===== config.mk =====
export PLATFORM = sky130hd
export DESIGN_NAME = owsm_front_flat
export DESIGN_NICKNAME = d
export VERILOG_FILES = /design/src/hw/rtl/omni_wheel_speed_mixer_defines.svh /design/src/hw/rtl/owsm_pkg.sv /design/src/hw/rtl/owsm_in_if.sv /design/src/hw/rtl/owsm_front.sv /design/src/flat_wrapper.sv
export SDC_FILE = /design/constraint.sdc
export NUM_CORES = 2
export LEC_CHECK = 0
export BUFFER_PORTS_ARGS = -buffer_cell sky130_fd_sc_hd__buf_2
export CORE_MARGIN = 2
export CORE_UTILIZATION = 50
export CTS_CLUSTER_DIAMETER = 120
export CTS_CLUSTER_SIZE = 16
export DETAILED_ROUTE_END_ITERATION = 10
export PLACE_DENSITY = 0.67
export SLEW_MARGIN = 5
export SYNTH_ARGS = -nofsm -noshare
export SYNTH_HDL_FRONTEND = slang
export SYNTH_SLANG_ARGS = --single-unit

===== constraint.sdc =====
create_clock -name clk -period 10 [get_ports clk]
set_clock_uncertainty 0.2 [all_clocks]
set_input_delay 2 -clock clk [delete_from_list [all_inputs] [get_ports clk]]
set_output_delay 2 -clock clk [all_outputs]
set_load 0.03 [all_outputs]

===== src/hw/rtl/omni_wheel_speed_mixer_defines.svh =====
// ---------------------------------------------------------------------------
// Omni wheel speed mixer assertion macros
// Clocked, reset-qualified property checks shared by the RTL files.
// ---------------------------------------------------------------------------
`ifndef OMNI_WHEEL_SPEED_MIXER_DEFINES_SVH
`define OMNI_WHEEL_SPEED_MIXER_DEFINES_SVH

// property checked on every rising clk edge outside reset
`define OWSM_ASSERT(lbl, prop, msg) \
  lbl: assert property (@(posedge clk) disable iff (!rst_n) prop) \
    else $error(msg);

// condition that must never hold outside reset
`define OWSM_ASSERT_NEVER(lbl, expr, msg) \
  `OWSM_ASSERT(lbl, !(expr), msg)

`endif


===== src/hw/rtl/owsm_pkg.sv =====
// ---------------------------------------------------------------------------
// Omni wheel speed mixer package
// Widths, register indexes, arithmetic constants and shared types.
// ---------------------------------------------------------------------------
`timescale 1ns / 1ps
`default_nettype none

package owsm_pkg;

  localparam int JOY_W      = 8;
  localparam int COEF_W     = 16;
  localparam int SPEED_W    = 16;
  localparam int NUM_WHEELS = 3;
  localparam int CFG_IDX_W  = 3;
  localparam int CFG_DATA_W = 16;

  // rounded axis in units of ten: -10..10 signed, magnitude 0..10
  localparam int AXIS_Q_W = 5;
  localparam int AXIS_M_W = 4;
  // wheel sums of tens-scaled axes: |sum| <= 655360
  localparam int SUM_W    = 21;
  localparam int MAG_W    = 20;
  localparam int TPROD_W  = 20;
  localparam int NUM_W    = MAG_W + SPEED_W;

  // axis rounding: saturate to 100, then (m + 4) / 10 via reciprocal
  localparam int SAT_W          = 7;
  localparam int ROUND_PROD_W   = 14;
  localparam int ROUND_SHIFT    = 10;
  localparam logic [SAT_W-1:0] JOY_SAT     = 7'd100;
  localparam logic [SAT_W-1:0] ROUND_BIAS  = 7'd4;
  localparam logic [SAT_W-1:0] ROUND_RECIP = 7'd103;

  // target / 10: exact for products below 2**22
  localparam int RECIP10_W     = 20;
  localparam int RECIP10_SHIFT = 23;
  localparam logic [RECIP10_W-1:0] RECIP10 = 20'd838861;

  localparam logic [CFG_IDX_W-1:0] REG_COEF_W1_X = 3'd0;
  localparam logic [CFG_IDX_W-1:0] REG_COEF_W1_Y = 3'd1;
  localparam logic [CFG_IDX_W-1:0] REG_COEF_W2_X = 3'd2;
  localparam logic [CFG_IDX_W-1:0] REG_COEF_W2_Y = 3'd3;
  localparam logic [CFG_IDX_W-1:0] REG_COEF_W3_X = 3'd4;
  localparam logic [CFG_IDX_W-1:0] REG_COEF_W3_Y = 3'd5;
  localparam logic [CFG_IDX_W-1:0] REG_MAX_SPEED = 3'd6;

  typedef struct packed {
    logic [NUM_WHEELS-1:0][COEF_W-1:0] coef_x;
    logic [NUM_WHEELS-1:0][COEF_W-1:0] coef_y;
    logic [SPEED_W-1:0]                max_speed;
  } owsm_cfg_t;

  typedef struct packed {
    logic [NUM_WHEELS-1:0][MAG_W-1:0] mag;
    logic [MAG_W-1:0]                 max_mag;
    logic [SPEED_W-1:0]               target;
    logic [NUM_WHEELS-1:0]            rev;
    logic                             stopped;
    logic                             fault;
  } owsm_entry_t;

endpackage

`default_nettype wire


===== src/hw/rtl/owsm_in_if.sv =====
// ---------------------------------------------------------------------------
// Joystick input channel
// Valid/ready channel carrying one joystick x,y sample per transaction.
// ---------------------------------------------------------------------------
`timescale 1ns / 1ps
`default_nettype none

interface owsm_in_if;
  import owsm_pkg::*;

  logic                    valid;
  logic                    ready;
  logic signed [JOY_W-1:0] joy_x;
  logic signed [JOY_W-1:0] joy_y;

  modport source (output valid, output joy_x, output joy_y, input ready);
  modport sink   (input valid, input joy_x, input joy_y, output ready);
endinterface

`default_nettype wire


===== src/hw/rtl/owsm_front.sv =====
// ---------------------------------------------------------------------------
// Omni wheel speed mixer front end
// Rounds the axes, mixes them into wheel sums and classifies each sample
// (stop, zero divisor, direction) into a queue entry. Three stages.
// ---------------------------------------------------------------------------
`timescale 1ns / 1ps
`default_nettype none

module owsm_front (
  input  wire logic                clk,
  input  wire logic                rst_n,
  owsm_in_if.sink                  in_if,
  input  wire owsm_pkg::owsm_cfg_t cfg,
  input  wire logic                q_full,
  output logic                     push,
  output owsm_pkg::owsm_entry_t    push_data
);
  import owsm_pkg::*;

  function automatic logic [AXIS_M_W-1:0] axis_tens(input logic [JOY_W-1:0] v);
    logic [JOY_W-1:0]        m;
    logic [SAT_W-1:0]        s;
    logic [ROUND_PROD_W-1:0] p;
    m = v[JOY_W-1] ? JOY_W'(~v + 1'b1) : v;
    s = (m > JOY_W'(JOY_SAT)) ? JOY_SAT : m[SAT_W-1:0];
    p = ROUND_PROD_W'(SAT_W'(s + ROUND_BIAS)) * ROUND_PROD_W'(ROUND_RECIP);
    return AXIS_M_W'(p >> ROUND_SHIFT);
  endfunction

  localparam int TP_W = TPROD_W + RECIP10_W;

  logic fe;

  // stage 1: rounded axes
  logic                       f1_v_r;
  logic signed [AXIS_Q_W-1:0] f1_qx_r, f1_qy_r;
  logic [AXIS_M_W-1:0]        f1_qm_r;
  logic                       f1_stop_r;
  logic [AXIS_M_W-1:0]        ax, ay;
  logic signed [AXIS_Q_W-1:0] qx_nxt, qy_nxt;

  // stage 2: wheel sums and speed product
  logic                    f2_v_r;
  logic signed [SUM_W-1:0] f2_sum_r [NUM_WHEELS];
  logic [TPROD_W-1:0]      f2_tprod_r;
  logic                    f2_stop_r;
  logic signed [SUM_W-1:0] sum_nxt [NUM_WHEELS];

  // stage 3: classified entry
  logic        f3_v_r;
  owsm_entry_t f3_entry_r;
  owsm_entry_t entry_nxt;
  logic [TP_W-1:0] tp;

  assign fe          = !f3_v_r || !q_full;
  assign in_if.ready = fe;
  assign push        = f3_v_r && !q_full;
  assign push_data   = f3_entry_r;

  always_comb begin
    ax     = axis_tens(in_if.joy_x);
    ay     = axis_tens(in_if.joy_y);
    qx_nxt = signed'({1'b0, ax});
    qy_nxt = signed'({1'b0, ay});
    if (in_if.joy_x[JOY_W-1]) begin
      qx_nxt = -qx_nxt;
    end
    if (in_if.joy_y[JOY_W-1]) begin
      qy_nxt = -qy_nxt;
    end
  end

  always_comb begin
    for (int i = 0; i < NUM_WHEELS; i++) begin
      sum_nxt[i] = SUM_W'(f1_qx_r) * SUM_W'($signed(cfg.coef_x[i]))
                 + SUM_W'(f1_qy_r) * SUM_W'($signed(cfg.coef_y[i]));
    end
  end

  always_comb begin
    entry_nxt = '0;
    for (int i = 0; i < NUM_WHEELS; i++) begin
      entry_nxt.mag[i] = f2_sum_r[i][SUM_W-1] ? MAG_W'(-f2_sum_r[i])
                                              : MAG_W'(f2_sum_r[i]);
      entry_nxt.rev[i] = !f2_stop_r && (f2_sum_r[i][SUM_W-1] || (f2_sum_r[i] == '0));
    end
    entry_nxt.max_mag = entry_nxt.mag[0];
    for (int i = 1; i < NUM_WHEELS; i++) begin
      if (entry_nxt.mag[i] > entry_nxt.max_mag) begin
        entry_nxt.max_mag = entry_nxt.mag[i];
      end
    end
    tp                = TP_W'(f2_tprod_r) * TP_W'(RECIP10);
    entry_nxt.target  = SPEED_W'(tp >> RECIP10_SHIFT);
    entry_nxt.stopped = f2_stop_r;
    entry_nxt.fault   = !f2_stop_r && (entry_nxt.max_mag == '0);
  end

  always_ff @(posedge clk) begin
    if (!rst_n) begin
      f1_v_r <= 1'b0;
      f2_v_r <= 1'b0;
      f3_v_r <= 1'b0;
    end else if (fe) begin
      f1_v_r <= in_if.valid;
      f2_v_r <= f1_v_r;
      f3_v_r <= f2_v_r;
    end
  end

  always_ff @(posedge clk) begin
    if (fe) begin
      f1_qx_r    <= qx_nxt;
      f1_qy_r    <= qy_nxt;
      f1_qm_r    <= (ax > ay) ? ax : ay;
      f1_stop_r  <= (ax == '0) && (ay == '0);
      f2_sum_r   <= sum_nxt;
      f2_tprod_r <= TPROD_W'(f1_qm_r) * TPROD_W'(cfg.max_speed);
      f2_stop_r  <= f1_stop_r;
      f3_entry_r <= entry_nxt;
    end
  end

endmodule

`default_nettype wire


===== src/flat_wrapper.sv =====
// flat-port wrapper written by rule: the top's interface ports become plain ports
module owsm_front_flat import owsm_pkg::*;
  (clk, rst_n, cfg, q_full, push, push_data, in_if_valid, in_if_joy_x, in_if_joy_y, in_if_ready);
  owsm_in_if in_if_i ();
  input  wire logic clk;
  input  wire logic rst_n;
  input  wire owsm_pkg::owsm_cfg_t cfg;
  input  wire logic q_full;
  output logic push;
  output owsm_pkg::owsm_entry_t push_data;
  input wire logic [$bits(in_if_i.valid)-1:0] in_if_valid;
  input wire logic [$bits(in_if_i.joy_x)-1:0] in_if_joy_x;
  input wire logic [$bits(in_if_i.joy_y)-1:0] in_if_joy_y;
  output wire logic [$bits(in_if_i.ready)-1:0] in_if_ready;
  assign in_if_i.valid = in_if_valid;
  assign in_if_i.joy_x = in_if_joy_x;
  assign in_if_i.joy_y = in_if_joy_y;
  assign in_if_ready = in_if_i.ready;
  owsm_front u_core (.clk(clk), .rst_n(rst_n), .in_if(in_if_i), .cfg(cfg), .q_full(q_full), .push(push), .push_data(push_data));
endmodule

## Word-level counts from Yosys, hierarchy flattened

Index checks and enable logic that the tools add are counted.

- Multiply operators: 10
- Add/subtract/negate cells: 12
- Muxes and demuxes: 12
- Reductions and logical operators: 19
- Bitwise operators: 2
- Order comparisons: 5

Operators by type and width:

| kind | number |
|---|---|
| $mul A5 B16 Y21 | 6 |
| $mux W20 | 5 |
| $add A21 B21 Y21 | 3 |
| $logic_not A21 Y1 | 3 |
| $neg A20 Y20 | 3 |
| $gt A20 B20 Y1 | 2 |
| $mul A20 B20 Y39 const B | 1 |
| $mul A7 B7 Y14 const B | 2 |
| $logic_not A20 Y1 | 1 |
| $mul A4 B16 Y20 | 1 |
| $add A8 B1 Y8 const B | 2 |
| $gt A8 B7 Y1 const B | 2 |
| $mux W8 | 2 |
| $not A8 Y8 | 2 |
| $add A7 B3 Y7 const B | 2 |
| $mux W7 | 2 |
| $mux W4 | 3 |
| $neg A4 Y5 | 2 |
| $logic_not A4 Y1 | 2 |
| $logic_and A1 B1 Y1 | 6 |
| $gt A4 B4 Y1 | 1 |
| $logic_or A1 B1 Y1 | 4 |
| $logic_not A1 Y1 | 3 |

- Bits of input ports: 132
- Logic and storage cells: 82
- Bits in registers: 203
- Output and inout bits: 103

## Logic depth before layout (Yosys ltp)

- Depth after elaboration: 9
- Depth in mapped cells: 34
- Gate-level depth less buffers: 34

## Worst setup path after synthesis

OpenSTA, ideal clock, no wires.

- Kind: input to register
- Start point: input port in_if_joy_x[2]
- End point: register u_core.f1_qm_r[0] (data pin)
- Path buffers: 0
- Stages on the path: 28
- Setup slack: 1.042 ns
- Required time: 9.538 ns
- Data arrival time: 8.496 ns
- Library setup time: 0.262 ns
- Path through: or3_1 -> or4b_2 -> and2_1 -> nand2_1 -> ha_1 -> inv_1 -> o311ai_0 -> ha_1 -> inv_1 -> fa_1 -> inv_1 -> fa_1 -> ha_1 -> ha_1 -> a21oi_1 -> nor2b_1 -> or4_1 -> and3_1 -> nor2_1 -> nor2b_1 -> nor2_1 -> xnor2_1 -> inv_1 -> ha_1 -> a31oi_1 -> o21ai_1 -> o21ai_1 -> mux2_1

- Word-level cells in the longest chain between the ends: 9

RTL lines:

| element | RTL line | source |
|---|---|---|
| start, declared | flat_wrapper.sv:12 | `input wire logic [$bits(in_if_i.joy_x)-1:0] in_if_joy_x;` |
| $not A8 Y8 | owsm_front.sv:24 | `m = v[JOY_W-1] ? JOY_W'(~v + 1'b1) : v;` |
| $add A8 B1 Y8 | owsm_front.sv:24 |  |
| $mux W8 * | owsm_front.sv:24 |  |
| $gt A8 B7 Y1 | owsm_front.sv:25 | `s = (m > JOY_W'(JOY_SAT)) ? JOY_SAT : m[SAT_W-1:0];` |
| $mux W7 * | owsm_front.sv:25 |  |
| $add A7 B3 Y7 * | owsm_front.sv:26 | `p = ROUND_PROD_W'(SAT_W'(s + ROUND_BIAS)) * ROUND_PROD_W'(ROUND_RECIP);` |
| $mul A7 B7 Y14 * | owsm_front.sv:26 |  |
| $gt A4 B4 Y1 | owsm_front.sv:115 | `f1_qm_r <= (ax > ay) ? ax : ay;` |
| $mux W4 * | owsm_front.sv:115 |  |
| end signal, assigned | owsm_front.sv:115 |  |
| end, declared | owsm_front.sv:37 | `logic [AXIS_M_W-1:0] f1_qm_r;` |

Mark *: on every way between the ends. The rest lies on a longest branch, timed or not.
A chain may end at the register's enable or synchronous reset.

## Worst setup path after layout

Same ends and word-level chain as after synthesis.

==> summary.md <==
| Metric | Value |
|---|---|
| Number of standard cells after synthesis | 3495 |
| R2r startpoint | u_core.f2_sum_r[25] |
| Number of antenna violations at the first check in global routing | 23 |
| Clock tree from TritonCTS | yes |
| H-tree depth | 1 |
| Signal arrival time at the worst endpoint | 8.90 ns |
| Pre-CTS WS | 0.695 ns |
| Share of the yosys chip area belonging to registers | 0.171 |
| Data required time at the worst endpoint | 10.05 ns |
| CTS clock-pin slew for the worst setup and hold paths | 0.07 ns |
| Worst Tran Pin Value | 1.08 ns |
| Post-CTS setup repair buffer count | 0 |
| Start point of the critical path | in_if_joy_x[2] |
| Starting density of the core | 0.506 |
| Die Span X | 270 µm |
| Top FF cell, synth | edfxtp_1 |
| Port-buffer cells | 234 |
| Setup Viol. Count Final | 0 |
| Via count | 24.0k |
| Critical path depth in cells | 34 |
| Slowest stage cell on the critical path | fa_1 |
| Die footprint | 0.0731 mm² |
| Yosys warns | 0 |
| Max_cap viols | 0 |
| Total global routing overflow | 0 |
| Critical Path Fanout Max | 5 |
| Stage delay of the slowest cell on the critical path | 0.53 ns |
| Flip-flop and latch count after synthesis | 203 |
| Proportion of register bits with asynchronous set or reset after synthesis | 0 |
| Count of final max-slew check failures | 0 |
| Unrepaired setup endpoints after global routing | no |
| Largest delay contributor family on the critical path | adder cells |
| DRC marker count from the first detailed-route iteration | 1240 |
| Max Fclk | 113 MHz |
| Number of CTS-inserted buffers | 17 |
| Floorplan die height | 270 µm |
| Average wire per standard cell | 17.1 µm |
| Worst path buffer plus inverter count | 7 |
| Number of top-level design ports | 235 |
| Portion of the clock cycle consumed by the worst path in the final layout | 0.885 |
| Post-DRT Antenna Nets | 0 |
| PnR worst setup slack | 1.15 ns |
| Post-DP HPWL | 67100 µm |
| Combined global-route utilization of all metal layers | 0.225 |
| Worst hold-check path type | register to register |
| Synth area leaders | fa_1 (33%), ha_1 (17%), edfxtp_1 (17%) |
| Final layout net count | 4904 |
| Crit Reg-Reg Endpoint | u_core.push_data[0] |
| Row Count | 97 |
| Drt pass-1 iters | 5 |
| Maximum root-to-sink buffer count | 3 |
| Top cell type by total area after synthesis | fa_1 |
| Worst-case reg-to-reg path depth | 23 |
| DR DRC count | 0 |
| Cell chosen for the clock root | clkbuf_16 |
| Number of distinct library cell variants in the gate-level netlist after synthesis | 70 |
| Net Count, Synth | 4700 |
| Share of the synthesized area in the top cell type | 0.330 |
| Setup TNS Final | 0 ns |
| Run status | complete, no violations |
| Final hold slack | 0.236 ns |
| Number of gates resized after cts | 0 |
| Fraction of layout cells with a size suffix above 1 | 0.0797 |
| CORE AREA | 0.0701 mm² |
| Startpoint types | input pin |
| Worst-case register-to-register setup slack | 1.88 ns |
| Area growth syn-to-layout | 7.70% |
| Hold violation count in the final report | 0 |
| Last weighted congestion value of the routability-driven placer | 0.899 |
| Detailed-route wire length | 79500 µm |
| Pin count of the biggest net entering global routing | 160 |
| Global-route wire length before repair | 132000 µm |
| Post-synth design cell area | 0.0355 mm² |
| Type of element capturing the critical path | register |
| Termination of the worst setup path | u_core.f1_qm_r[0] |
| CP Class | input pin to register |
| Vias per cell | 5.16 |
| Min Clock Period, post-route | 8.85 ns |
| Hold buffers post-CTS | 0 |
| Max transition margin | 0.278 |
| Number of enable flip-flop cells after synthesis | 200 |
| Number of clock sinks | 203 |
| Via count of the first global-routing pass | 24.9k |
| Clock insertion delay at the later pin of the skew report | 0.51 ns |
| Mean instance size in the synthesized netlist | 10.1 µm² |
-- cell type report --
| class | count | area, µm² |
|---|---|---|
| clock buffers | 17 | 425 |
| diodes | 13 | 32.5 |
| inverters | 717 | 2690 |
| repair buffers | 251 | 1310 |
| well taps | 940 | 1180 |
| multi-input cells | 2509 | 26500 |
| fillers | 6347 | 31900 |
| clock inverters | 5 | 36.3 |
| flip-flops and latches | 203 | 6070 |
-- layer usage --
| layer | part of all wire | routed length (µm) | up-vias | global-route usage |
|---|---|---|---|---|
| li1 | - | - | 11500 | - |
| met1 | 0.47 | 37200 | 11800 | 0.327 |
| met2 | 0.45 | 36000 | 586 | 0.357 |
| met3 | 0.058 | 4650 | 99 | 0.0357 |
| met5 | 0.0013 | 103 | - | 0 |
| met4 | 0.020 | 1550 | 16 | 0.0493 |
-- cells by family after synthesis --
kind of cell,share of synthesized area
AO/OA/AOI/OAI,0.0506
XOR/XNOR,0.0494
adder cells (fa/ha/maj),0.503
buffers and inverters,0.0832
flip-flops,0.171
multiplexers,0.0115
AND/OR/NAND/NOR,0.132
-- cell usage after synthesis (4+ instances only) --
library cell  count
o21ai_1          24
xnor2_1         149
nand3_1          29
o21bai_1          8
or4_1            14
a31oi_1           5
o31a_1            5
nand4_1          16
or2_2             4
clkbuf_1         62
a21oi_1          72
mux2i_1          35
inv_1           712
ha_1            488
a21o_1           25
nand2b_1         61
nand3b_1          4
o21a_1           10
o41ai_1          17
edfxtp_1        200
o21ai_0          46
nor2b_1          67
nand2_1         335
nor3_1           38
nor4_1           10
a21boi_0          4
nor2_1          104
or3_1            17
and2_1          198
o211ai_1          6
a211oi_1          8
o31ai_1          19
xor2_1           51
fa_1            585
and3_1           11
-- metrics by stage --
step / area [µm²] / utilization / cells
floorplan: 35500 / - / 3495
global placement: 37700 / 0.538 / 4620
detailed placement: 37700 / 0.538 / 4620
CTS: 38200 / 0.544 / 4642
global route: 38200 / 0.545 / 4654
finish: 38200 / 0.545 / 4655
-- flip-flops by register name (all words and copies together), names as in the netlist --
| signal | cells |
|---|---|
| u_core.f1_qm_r | 4 |
| u_core.f1_qx_r | 5 |
| u_core.f1_qy_r | 5 |
| u_core.f1_stop_r | 1 |
| u_core.f1_v_r | 1 |
| u_core.f2_stop_r | 1 |
| u_core.f2_sum_r | 63 |
| u_core.f2_tprod_r | 20 |
| u_core.f2_v_r | 1 |
| u_core.f3_v_r | 1 |
| u_core.push_data | 101 |
-- worst min path at each step --
| stage | cells past startpoint | slack (ns) | endpoint | startpoint |
|---|---|---|---|---|
| 2_1_floorplan | 0 | 0.20 | u_core.f2_stop_r | u_core.f1_stop_r |
| 3_3_place_gp | 0 | 0.21 | u_core.f2_stop_r | u_core.f1_stop_r |
| 3_5_place_dp | 0 | 0.22 | u_core.f2_stop_r | u_core.f1_stop_r |
| 4_1_cts | 0 | 0.24 | u_core.f2_stop_r | u_core.f1_stop_r |
| 5_1_grt | 0 | 0.26 | u_core.f2_stop_r | u_core.f1_stop_r |
| 6_report | 0 | 0.24 | u_core.f2_stop_r | u_core.f1_stop_r |
-- cells in the final DEF (no fill, tap or decap), drive strengths merged, types with 29 or more instances in the layout --
cell type	count
mux2i	35
fa	585
inv	718
nor3	38
nand3	29
xor2	51
nand2b	63
o21ai	71
nor2b	67
buf	251
nor2	104
and2	198
ha	488
a21oi	72
nand2	335
edfxtp	200
xnor2	149
Power is left out: the tool's default activity adds up to more than one toggle a clock period on the data nets, which glitch-free logic cannot reach.
