### src/hw/rtl/omni_wheel_speed_mixer_defines.svh
// ---------------------------------------------------------------------------
// Omni wheel speed mixer assertion macros
// Clocked, reset-qualified property checks shared by the RTL files.
// ---------------------------------------------------------------------------
`ifndef OMNI_WHEEL_SPEED_MIXER_DEFINES_SVH
`define OMNI_WHEEL_SPEED_MIXER_DEFINES_SVH

// property checked on every rising clk edge outside reset
`define OWSM_ASSERT(lbl, prop, msg) \
  lbl: assert property (@(posedge clk) disable iff (!rst_n) prop) \
    else $error(msg);

// condition that must never hold outside reset
`define OWSM_ASSERT_NEVER(lbl, expr, msg) \
  `OWSM_ASSERT(lbl, !(expr), msg)

`endif

### src/hw/rtl/owsm_pkg.sv
// ---------------------------------------------------------------------------
// Omni wheel speed mixer package
// Widths, register indexes, arithmetic constants and shared types.
// ---------------------------------------------------------------------------
`timescale 1ns / 1ps
`default_nettype none

package owsm_pkg;

  localparam int JOY_W      = 8;
  localparam int COEF_W     = 16;
  localparam int SPEED_W    = 16;
  localparam int NUM_WHEELS = 3;
  localparam int CFG_IDX_W  = 3;
  localparam int CFG_DATA_W = 16;

  // rounded axis in units of ten: -10..10 signed, magnitude 0..10
  localparam int AXIS_Q_W = 5;
  localparam int AXIS_M_W = 4;
  // wheel sums of tens-scaled axes: |sum| <= 655360
  localparam int SUM_W    = 21;
  localparam int MAG_W    = 20;
  localparam int TPROD_W  = 20;
  localparam int NUM_W    = MAG_W + SPEED_W;

  // axis rounding: saturate to 100, then (m + 4) / 10 via reciprocal
  localparam int SAT_W          = 7;
  localparam int ROUND_PROD_W   = 14;
  localparam int ROUND_SHIFT    = 10;
  localparam logic [SAT_W-1:0] JOY_SAT     = 7'd100;
  localparam logic [SAT_W-1:0] ROUND_BIAS  = 7'd4;
  localparam logic [SAT_W-1:0] ROUND_RECIP = 7'd103;

  // target / 10: exact for products below 2**22
  localparam int RECIP10_W     = 20;
  localparam int RECIP10_SHIFT = 23;
  localparam logic [RECIP10_W-1:0] RECIP10 = 20'd838861;

  localparam logic [CFG_IDX_W-1:0] REG_COEF_W1_X = 3'd0;
  localparam logic [CFG_IDX_W-1:0] REG_COEF_W1_Y = 3'd1;
  localparam logic [CFG_IDX_W-1:0] REG_COEF_W2_X = 3'd2;
  localparam logic [CFG_IDX_W-1:0] REG_COEF_W2_Y = 3'd3;
  localparam logic [CFG_IDX_W-1:0] REG_COEF_W3_X = 3'd4;
  localparam logic [CFG_IDX_W-1:0] REG_COEF_W3_Y = 3'd5;
  localparam logic [CFG_IDX_W-1:0] REG_MAX_SPEED = 3'd6;

  typedef struct packed {
    logic [NUM_WHEELS-1:0][COEF_W-1:0] coef_x;
    logic [NUM_WHEELS-1:0][COEF_W-1:0] coef_y;
    logic [SPEED_W-1:0]                max_speed;
  } owsm_cfg_t;

  typedef struct packed {
    logic [NUM_WHEELS-1:0][MAG_W-1:0] mag;
    logic [MAG_W-1:0]                 max_mag;
    logic [SPEED_W-1:0]               target;
    logic [NUM_WHEELS-1:0]            rev;
    logic                             stopped;
    logic                             fault;
  } owsm_entry_t;

endpackage

`default_nettype wire

### src/hw/rtl/owsm_queue.sv
// ---------------------------------------------------------------------------
// Omni wheel speed mixer entry queue
// Small register FIFO decoupling the classifier from the divider pipeline.
// ---------------------------------------------------------------------------
`timescale 1ns / 1ps
`default_nettype none
`include "omni_wheel_speed_mixer_defines.svh"

module owsm_queue #(
  parameter int DEPTH = 4
) (
  input  wire logic                  clk,
  input  wire logic                  rst_n,
  input  wire logic                  push,
  input  wire owsm_pkg::owsm_entry_t push_data,
  input  wire logic                  pop,
  output owsm_pkg::owsm_entry_t      head,
  output logic                       full,
  output logic                       empty
);
  import owsm_pkg::*;

  localparam int PTR_W = (DEPTH > 1) ? $clog2(DEPTH) : 1;
  localparam int CNT_W = $clog2(DEPTH + 1);

  owsm_entry_t      mem_r [DEPTH];
  logic [PTR_W-1:0] wr_ptr_r, rd_ptr_r;
  logic [CNT_W-1:0] count_r, count_nxt;

  assign full  = (count_r == CNT_W'(DEPTH));
  assign empty = (count_r == '0);
  assign head  = mem_r[rd_ptr_r];

  always_comb begin
    count_nxt = count_r;
    if (push && !pop) begin
      count_nxt = count_r + 1'b1;
    end else if (pop && !push) begin
      count_nxt = count_r - 1'b1;
    end
  end

  always_ff @(posedge clk) begin
    if (!rst_n) begin
      wr_ptr_r <= '0;
      rd_ptr_r <= '0;
      count_r  <= '0;
    end else begin
      count_r <= count_nxt;
      if (push) begin
        wr_ptr_r <= (wr_ptr_r == PTR_W'(DEPTH - 1)) ? '0 : wr_ptr_r + 1'b1;
      end
      if (pop) begin
        rd_ptr_r <= (rd_ptr_r == PTR_W'(DEPTH - 1)) ? '0 : rd_ptr_r + 1'b1;
      end
    end
  end

  always_ff @(posedge clk) begin
    if (push) begin
      mem_r[wr_ptr_r] <= push_data;
    end
  end

  `OWSM_ASSERT(a_no_overflow, push |-> !full, "push into full queue")
  `OWSM_ASSERT(a_no_underflow, pop |-> !empty, "pop from empty queue")
  `OWSM_ASSERT(a_count_up, push && !pop |=> count_r == $past(count_r) + 1'b1, "count lost a push")

endmodule

`default_nettype wire

### config.mk
export PLATFORM = sky130hd
export DESIGN_NAME = owsm_queue
export DESIGN_NICKNAME = d
export VERILOG_FILES = /design/src/hw/rtl/owsm_pkg.sv /design/src/hw/rtl/owsm_queue.sv
export VERILOG_INCLUDE_DIRS = /design/src /design/src/hw/rtl
export SDC_FILE = /design/constraint.sdc
export NUM_CORES = 1
export LEC_CHECK = 0
export BUFFER_PORTS_ARGS = -buffer_cell sky130_fd_sc_hd__buf_2
export CORE_MARGIN = 4
export CORE_UTILIZATION = 45
export DETAILED_ROUTE_END_ITERATION = 6
export PLACE_DENSITY_LB_ADDON = 0.12
export SLEW_MARGIN = 10
export SYNTH_ARGS = -nofsm -noshare
export SYNTH_HDL_FRONTEND = slang
export SYNTH_SLANG_ARGS = --single-unit
### constraint.sdc
create_clock -name clk -period 10.53 [get_ports clk]
set_clock_uncertainty 0.2 [all_clocks]
set_input_delay 0.5265 -clock clk [delete_from_list [all_inputs] [get_ports clk]]
set_output_delay 0.5265 -clock clk [all_outputs]
set_load 0.02 [all_outputs]
# After elaboration in Yosys (flattened, before gate mapping)
# Memory sizes are Yosys's and may differ from the RTL's. A register that Yosys moved wholly into a read port is not among the register bits.
# Index checks and enable logic that the tools add are counted.
# word_totals
wordCells,25
output_inout_bits,103
inputBits,105
n_memories,1
regBits,7
ram_bits,404
# mem_list
name,words,word_bits,rd,rd_clocked_by_memory_dff,write_ports,line_no,source
mem_r,4,101,1,1,1,owsm_queue.sv:26,owsm_entry_t mem_r [DEPTH];
# classes
n_reduce_logical,6
muxes,8
addsub,4
eq_ne,3
# ops
cell,count
$mux W2,4
$mux W3,2
$add A2 B1 Y2 const B,2
$eq A2 B2 Y1 const B,2
$add A3 B1 Y3 const B,1
$eq A3 B3 Y1 const B,1
$logic_not A3 Y1,1
$sub A3 B1 Y3 const B,1
$logic_and A1 B1 Y1,2
$logic_not A1 Y1,2
$mux W1,2
$reduce_bool A2 Y1,1

# Longest topological paths before layout
# Gate-level depths: netlist (run 1).
# depth
ltp_word,4
ltp_mapped,7

# Worst setup path before layout (run 1)
# OpenSTA, ideal clock, no wires.
# synth_timing
kind,register to register
start,register wr_ptr_r[0]
end,memory mem_r[3][0] (netlist name) (enable)
slack_ps,6980
t_required_ps,9859
t_arrival_ps,2879
path_stages_with_launch,3
period_less_slack_ps,3550
cell_sequence,dfxtp_1 -> ha_1 -> and2_1
# synth_rtl
item,line_no,source
start: declaration,owsm_queue.sv:27,"logic [PTR_W-1:0] wr_ptr_r, rd_ptr_r;"
start signal: assignment,owsm_queue.sv:51,wr_ptr_r <= (wr_ptr_r == PTR_W'(DEPTH - 1)) ? '0 : wr_ptr_r + 1'b1;
end: declaration,owsm_queue.sv:26,
# No word-level cell before the write port.

==> flow_summary.yaml, run 1 <==
yosys:
  yosysWarnings: 0
  ys.flop_type: "edfxtp_1"
  synth_cell_type_count: 21
  yosysSeqAreaShare_pct: 81.89
  synth_edf_count: 404
  synthArstFlopShare_pct: 0
  syn_nets: 683
  synth_cells: 571
  synth_seq_cells: 413
  syn_avg_cell_area_um2: 26.33
  syn_area_mm2: 0.01503
sta:
  fin_setup_tns_ns: 0
  finalHoldViolCount: 0
  rsz0062_at_grt: "false"
  period_minus_slack_ns: 3.546
  whs_ns: 0.02383
  slew_headroom_pct: 35.92
  fin_crit_sh_pct: 33.68
  slew_violations: 0
  max_freq_mhz: 282.0
  setup_viol: 0
  worst_pin_slew_ns: 0.9613
  setup_ws_ns: 6.984
detailed_routing:
  firstDrtPassIters: 4
  wl_per_cell_um: 22.48
  dr.max_layer_used: "met5"
  routed_wl_um: 29290
  drcViolationCount: 0
  vias_per_cell: 5.256
  m1WireLength_um: 11580
  ant_nets: 0
  wl_met2_um: 15200
  route.vias.total: 6848
  dr_wl_met3_um: 1744
  first_iter_violations: 383
hold_path:
  hold_class: "in2reg"
  hold_path_depth: 1
job:
  max_cap_viol_count: 0
clock_tree:
  cts_buffer_depth: 3
  clkLatencyLatePin_ns: 0.51
  htree_levels: 2
  root_buffer: "clkbuf_16"
  cts_resized: 0
  clock_sinks: 413
  cts_tree: "built"
  cts_buffers: 42
  path_clk_slew_ns: 0.06
final_layout:
  final_nets: 943
  final_common_cell: "edfxtp_1"
  layout-drive-gt1-share_pct: 43.72
  final_core_util_pct: 55.06
  n_fill_cell: 2497
  syn_to_final_growth_pct: 20.07
  final_cell_mix: "edfxtp_1 (404), buf_2 (207), mux4_2 (101), clkbuf_16 (43), dlygate4sd3_1 (24)"
  fin_area_mm2: 0.01805
die:
  die_x_um: 190.8
  die_height_um: 190.8
  io_pins: 208
  start_util_pct: 45.86
  rows: 66
  coreArea_mm2: 0.03278
  die_area_mm2: 0.03640
power:
  powerDensity_mw_per_mm2: 201.5
  ir_worst_vdd_mv: 0.1558
  leakage_nw: 6.059
critical_path:
  cp_top_family: "buffers and inverters"
  endpoint_kind: "primary output"
  cp_max_fo: 58
  cp_data_required_time_ns: 9.80
  start_kind: "flop"
  cp_slowest_cell: "buf_4"
  worstSetupPathType: "reg2out"
  rr_worst_depth: 4
  arrival_ns: 2.82
  path_buf_inv: 2
  crit_chain: "buf_4 > mux4_2 > buf_2"
  cpPeakStageDelay_ns: 0.83
  crit_cells: 3
grt:
  grt_pass1_vias: 7562
  grt_max_degree: 59
  grt_pass1_wl_um: 44760
  overflow: 0
  antenna_found_initial: 2
  grt_use_total_pct: 16.10
placed_design:
  post_dp_cell_area_mm2: 0.01652
  dpl_worst_slack_ns: 7.471
  gp_congestion: 0.7110
  dp_hpwl_um: 17310
  port-buffer-count: 207
status:
  outcome: "complete, no violations"
-- Yosys cell counts (all sizes together) (2+ instances only) --
master	count	area [um^2]
mux2i	4	40.04
buf	20	162.7
nor3	2	10.01
clkbuf	2	7.510
edfxtp	404	12130
mux4	101	2275
dfxtp	9	180.2
ha	6	75.07
and2	5	31.28
inv	4	15.01
nor2b	5	31.28
-- area by class of cell --
cell class | instances | area [um^2] | area share, %
diodes | 1 | 2.502 | 0.01386
clock buffers | 49 | 1099 | 6.086
clock inverters | 24 | 186.4 | 1.033
inverters | 4 | 15.01 | 0.08318
multi-input cells | 132 | 2547 | 14.11
flip-flops and latches | 413 | 12320 | 68.25
well taps | 442 | 553.0 | 3.064
repair buffers | 238 | 1329 | 7.361
-- logic make-up (layout without fill, tap and decap cells) --
group / Yosys count / count (layout) / synth area share, %
AND/OR/NAND/NOR: 15 / 15 / 0.5992
flip-flops: 413 / 413 / 81.89
adder cells (fa/ha/maj): 7 / 7 / 0.6325
XOR/XNOR: 2 / 2 / 0.1165
AO/OA/AOI/OAI: 3 / 3 / 0.1332
other: 0 / 1 / 0
multiplexers: 105 / 105 / 15.40
buffers and inverters: 26 / 315 / 1.232
-- layer usage --
| metal | GRT usage (%) | vias to the layer above |
|---|---|---|
| li1 | - | 2984 |
| met1 | 20.53 | 3631 |
| met2 | 27.75 | 175 |
| met3 | 3.826 | 54 |
| met4 | 4.807 | 4 |
| met5 | 0 | - |
-- metrics by stage --
stage,power (mW),std cells
after floorplan,2.158,571
after global placement,2.276,1205
after detailed placement,2.289,1205
after CTS,3.687,1302
after global routing,3.786,1302
final,3.638,1303
-- sequential cells by signal (all words and copies together), names as in the netlist, named ones only --
register,count
count_r,3
rd_ptr_r,2
wr_ptr_r,2
mem_r,404
-- where the power goes --
group / switching [mW] / internal (mW)
sequential: 0.0239 / 1.88
combinational: 0.205 / 0.138
clock: 0.571 / 0.815
-- worst paths after layout --
| path | startpoint | to | slack, ns |
|---|---|---|---|
| worst min register to register | rd_ptr_r[1] | flop | 0.35 |
| worst max-delay path | flop | head[11] | 6.98 |
| worst max register to register | wr_ptr_r[0] | mem_r[0][69] | 7.84 |
| worst min-delay path | push_data[0] | mem_r[3][0] | 0.02 |
-- repair_timing --
| action | in CTS | in global routing |
|---|---|---|
| hold endpoints to repair | 90 | 0 |
| hold buffers | 24 | 0 |
| setup buffers | 0 | 0 |
-- worst register-to-register path: stages (launching register included) --
cell	delay (ns)
dfxtp_1	0.35
inv_1	0.10
ha_1	0.14
and2_4	0.67
buf_4	0.82
Note: power is estimated with default switching activity, not from simulation.
==> inputs of run 2 (changes only) <==
clock period = 3.2 ns   (was 10.53 ns; I/O delays follow)
==> flow_summary.yaml, run 2 (synthesized netlist as in run 1, its figures left out) <==
final_layout:
  multi_input_area_mm2: 0.002547
  seq_area_mm2: 0.01232
  n_fill_cell: 2444
  reg.largest.list: "mem_r: 404 flops, count_r: 3 flops"
  layout-drive-gt1-share_pct: 40.40
  final_core_util_pct: 58.02
  syn_to_final_growth_pct: 26.52
  final_common_cell: "edfxtp_1"
  largest_reg_flops: 404
  final_nets: 1033
  final_cell_mix: "edfxtp_1 (404), buf_2 (207), dlygate4sd3_1 (105), mux4_2 (101), clkbuf_16 (45)"
  top_register: "mem_r"
clock_tree:
  cts_buffer_depth: 3
  clock_sinks: 413
  cts_buffers: 43
  postCtsHoldBufs: 105
  cts_tree: "built"
  post_cts_buffers: 0
  cts_resized: 0
  path_clk_slew_ns: 0.05
  root_buffer: "clkbuf_16"
  clkLatencyLatePin_ns: 0.52
  htree_levels: 2
sta:
  whs_ns: 0.1910
  rsz0062_at_grt: "false"
  finalHoldViolCount: 0
  worst_pin_slew_ns: 0.6366
  fin_setup_tns_ns: 0
  setup_ws_ns: 0.5105
  slew_headroom_pct: 57.56
  period_minus_slack_ns: 2.690
  max_freq_mhz: 371.8
  slew_violations: 0
  fin_crit_sh_pct: 84.05
  setup_viol: 0
critical_path:
  endpoint_kind: "primary output"
  r2r-start: "wr_ptr_r[0]"
  crit_chain: "buf_12 > mux4_2 > buf_2"
  cp_data_required_time_ns: 2.84
  cp_slowest_cell: "dfxtp_4"
  path_buf_inv: 2
  cp_max_fo: 36
  start_kind: "flop"
  cp_top_family: "flip-flops"
  cpPeakStageDelay_ns: 0.64
  arrival_ns: 2.33
  worstSetupPathType: "reg2out"
detailed_routing:
  routed_wl_um: 29410
  drcViolationCount: 0
  vias_per_cell: 5.126
  wl_per_cell_um: 21.14
  first_iter_violations: 452
  route.vias.total: 7130
  ant_nets: 0
  firstDrtPassIters: 5
die:
  start_util_pct: 45.86
  die_x_um: 190.8
  die_area_mm2: 0.03640
  io_pins: 208
  coreArea_mm2: 0.03278
  die_height_um: 190.8
  rows: 66
placed_design:
  dpl_worst_slack_ns: 0.9698
  port-buffer-count: 207
  gp_congestion: 0.7230
  dp_hpwl_um: 17560
grt:
  grt_use_total_pct: 16.25
  overflow: 0
  grt_max_degree: 43
  grt_pass1_wl_um: 45600
  grt_pass1_vias: 7959
  antenna_found_initial: 2
power:
  leakage_nw: 6.465
  ir_worst_vdd_mv: 0.4828
  power_mw: 11.97
  powerDensity_mw_per_mm2: 629.1
hold_path:
  min_from: "push_data[44]"
  hold_class: "in2reg"
status:
  outcome: "complete, no violations"
job:
  max_cap_viol_count: 0
[run 2: cell types whose count changed in the layout (fill, tap and decap cells not counted), sizes merged]
cell         delta
dlygate4sd3    +81
buf             +8
clkbuf          +7
bufinv          -3
clkinv          -3
clkinvlp        -1
inv             -1
[run 2: layout make-up]
cell class,instances,area share [%]
timing repair buffer,327,12.22
sequential,413,64.76
multi-input combinational,132,13.39
clock inverter,16,0.3815
clock buffer,56,6.242
tap,442,2.907
inverter,4,0.07893
antenna,1,0.01316
[run 2: path summary, 6_finish.rpt]
kind / end / slack (ns) / cells past startpoint
min reg2reg: count_r[2] / 0.35 / 2
max reg2reg: mem_r[3][1] / 1.14 / 3
max: head[14] / 0.51 / 3
min: mem_r[2][44] / 0.19 / 2
[run 2: metal layers]
metal / track usage (%) / share of wire, % / vias up
li1: - / - / 3165
met1: 22.28 / 42 / 3699
met2: 27.04 / 50 / 222
met3: 3.863 / 6.7 / 42
met4: 3.481 / 1.6 / 2
met5: 0 / 0.044 / -
[run 2: through the flow]
| stage | std cells | cell area (um^2) |
|---|---|---|
| floorplan | 571 | 15040 |
| global placement | 1213 | 16710 |
| detailed placement | 1213 | 16710 |
| CTS | 1390 | 19020 |
| global route | 1391 | 19020 |
| finish | 1391 | 19020 |
[run 2: power breakdown]
part	internal, mW	switching (mW)	total [mW]
Sequential	6.20	0.0831	6.28
Clock	2.59	1.86	4.45
Combinational	0.548	0.691	1.24
Total	9.34	2.63	12.0
[run 2: worst reg2reg max path, stage by stage (launching register included)]
cell and delay [ns]:
dfxtp_1 0.43, ha_1 0.21, and2_4 0.49, buf_12 0.34
==> inputs of run 3 (changes only) <==
clock period = 2.52 ns   (was 3.2 ns; I/O delays follow)
==> flow_summary.yaml, run 3 (synthesized netlist as in run 1, its figures left out) <==
status:
  outcome: "complete, no violations"
placed_design:
  placed_cells: 1214
  gp_congestion: 0.7196
  post_dp_cell_area_mm2: 0.01674
  dp_hpwl_um: 17170
  port-buffer-count: 207
clock_tree:
  clkLatencyLatePin_ns: 0.51
  clock_sinks: 413
  htree_levels: 2
  cts_tree: "built"
  cts_buffer_depth: 3
  path_clk_slew_ns: 0.06
  root_buffer: "clkbuf_16"
  cts_buffers: 42
power:
  leakage_nw: 6.585
  ir_worst_vdd_mv: 0.6506
  powerDensity_mw_per_mm2: 809.9
grt:
  overflow: 0
  grt_use_total_pct: 15.79
  grt_pass1_wl_um: 44380
  grt_max_degree: 70
  antenna_found_initial: 1
  grt_pass1_vias: 7870
critical_path:
  cp_max_fo: 19
  cpPeakStageDelay_ns: 0.57
  rr_worst_depth: 4
  cp_top_family: "multiplexers"
  start_kind: "flop"
  path_buf_inv: 3
  crit_chain: "buf_12 > buf_16 > mux4_2 > buf_2"
  endpoint_kind: "primary output"
  arrival_ns: 2.03
  cp_data_required_time_ns: 2.19
  worstSetupPathType: "reg2out"
  crit_cells: 4
  cp_slowest_cell: "mux4_2"
detailed_routing:
  vias_per_cell: 5.079
  wl_met2_um: 14620
  wl_per_cell_um: 20.56
  drcViolationCount: 0
  m1WireLength_um: 11710
  routed_wl_um: 28890
  route.vias.total: 7136
  firstDrtPassIters: 4
  dr_wl_met3_um: 2087
  first_iter_violations: 407
  dr.max_layer_used: "met5"
  ant_nets: 0
sta:
  worst_pin_slew_ns: 0.4782
  rsz0062_at_grt: "false"
  fin_crit_sh_pct: 93.31
  slew_headroom_pct: 68.12
  slew_violations: 0
  max_freq_mhz: 425.3
  setup_viol: 0
  period_minus_slack_ns: 2.351
  finalHoldViolCount: 0
final_layout:
  syn_to_final_growth_pct: 28.26
  largest_reg_flops: 404
  reg.largest.list: "mem_r: 404 flops, count_r: 3 flops"
  seq_area_mm2: 0.01232
  layout-drive-gt1-share_pct: 41.43
  final_cell_mix: "edfxtp_1 (404), buf_2 (206), dlygate4sd3_1 (105), mux4_2 (101), clkbuf_16 (46)"
  final_nets: 1042
  multi_input_area_mm2: 0.002547
  final_common_cell: "edfxtp_1"
  stdcell_count: 1405
  top_register: "mem_r"
  n_fill_cell: 2380
  fin_area_mm2: 0.01928
  num_antenna_cells: 0
die:
  coreArea_mm2: 0.03278
  io_pins: 208
  start_util_pct: 45.86
  die_x_um: 190.8
  die_height_um: 190.8
  rows: 66
  die_area_mm2: 0.03640
job:
  max_cap_viol_count: 0
hold_path:
  hold_class: "in2reg"
  hold_path_depth: 2
run 3: changes by cell type in the layout (fill, tap and decap cells not counted), sizes merged:
cell,previous run,this run
buf,222,231
bufinv,0,3
inv,4,5
diode,1,0
clkinvlp,0,2
run 3: layout make-up:
cell class                 count  area share (%)
sequential                   413           63.89
clock inverter                22           1.006
inverter                       4         0.07786
tap                          442           2.868
clock buffer                  55           6.086
timing repair buffer         337           12.87
multi-input combinational    132           13.21
run 3: what timing repair did:
action,in CTS,in global routing
hold buffers,105,0
setup buffers,0,8
cloned,0,1
endpoints found under the setup margin,34,70
endpoints found under the hold margin,424,0
gates resized for setup,3,0
run 3: path summary, 6_finish.rpt:
path | startpoint | slack [ns] | to
hold reg to reg | rd_ptr_r[1] | 0.35 | flop
hold / removal | push_data[33] | 0.15 | mem_r[3][33]
setup reg to reg | wr_ptr_r[0] | 0.65 | mem_r[0][17]
setup / recovery | flop | 0.17 | head[4]
run 3: metrics by stage:
step                      setup TNS (ns)  utilization [%]  hold WS [ns]  power [mW]  setup WS, ns
after floorplan                        0                -       0.02487       9.000       0.07982
after global placement                 0            51.06        0.1328       9.548        0.5303
after detailed placement               0            51.06        0.1428       9.599        0.4990
after CTS                        -0.3797            58.48        0.1253       15.80      -0.05094
after global routing                   0            58.82        0.1356       16.24       0.09216
final                                  0            58.82        0.1527       15.62        0.1686
run 3: worst register-to-register path, delay by kind of cell, from the launching register on:
family        cells  cell delay (ns)
buf+inv           2             0.40
simple gates      1             0.40
fa+ha+maj         1             0.15
flops             1             0.35
run 3: layer usage:
metal / vias to the layer above / GRT usage [%]
met5: - / 0
met4: 2 / 3.481
met3: 46 / 4.266
met2: 216 / 27.27
met1: 3691 / 20.29
li1: 3181 / -
run 3: report_power, final:
group | internal [mW] | switching [mW]
sequential | 7.87 | 0.0752
clock | 3.60 | 2.43
combinational | 0.730 | 0.911
total | 12.2 | 3.42
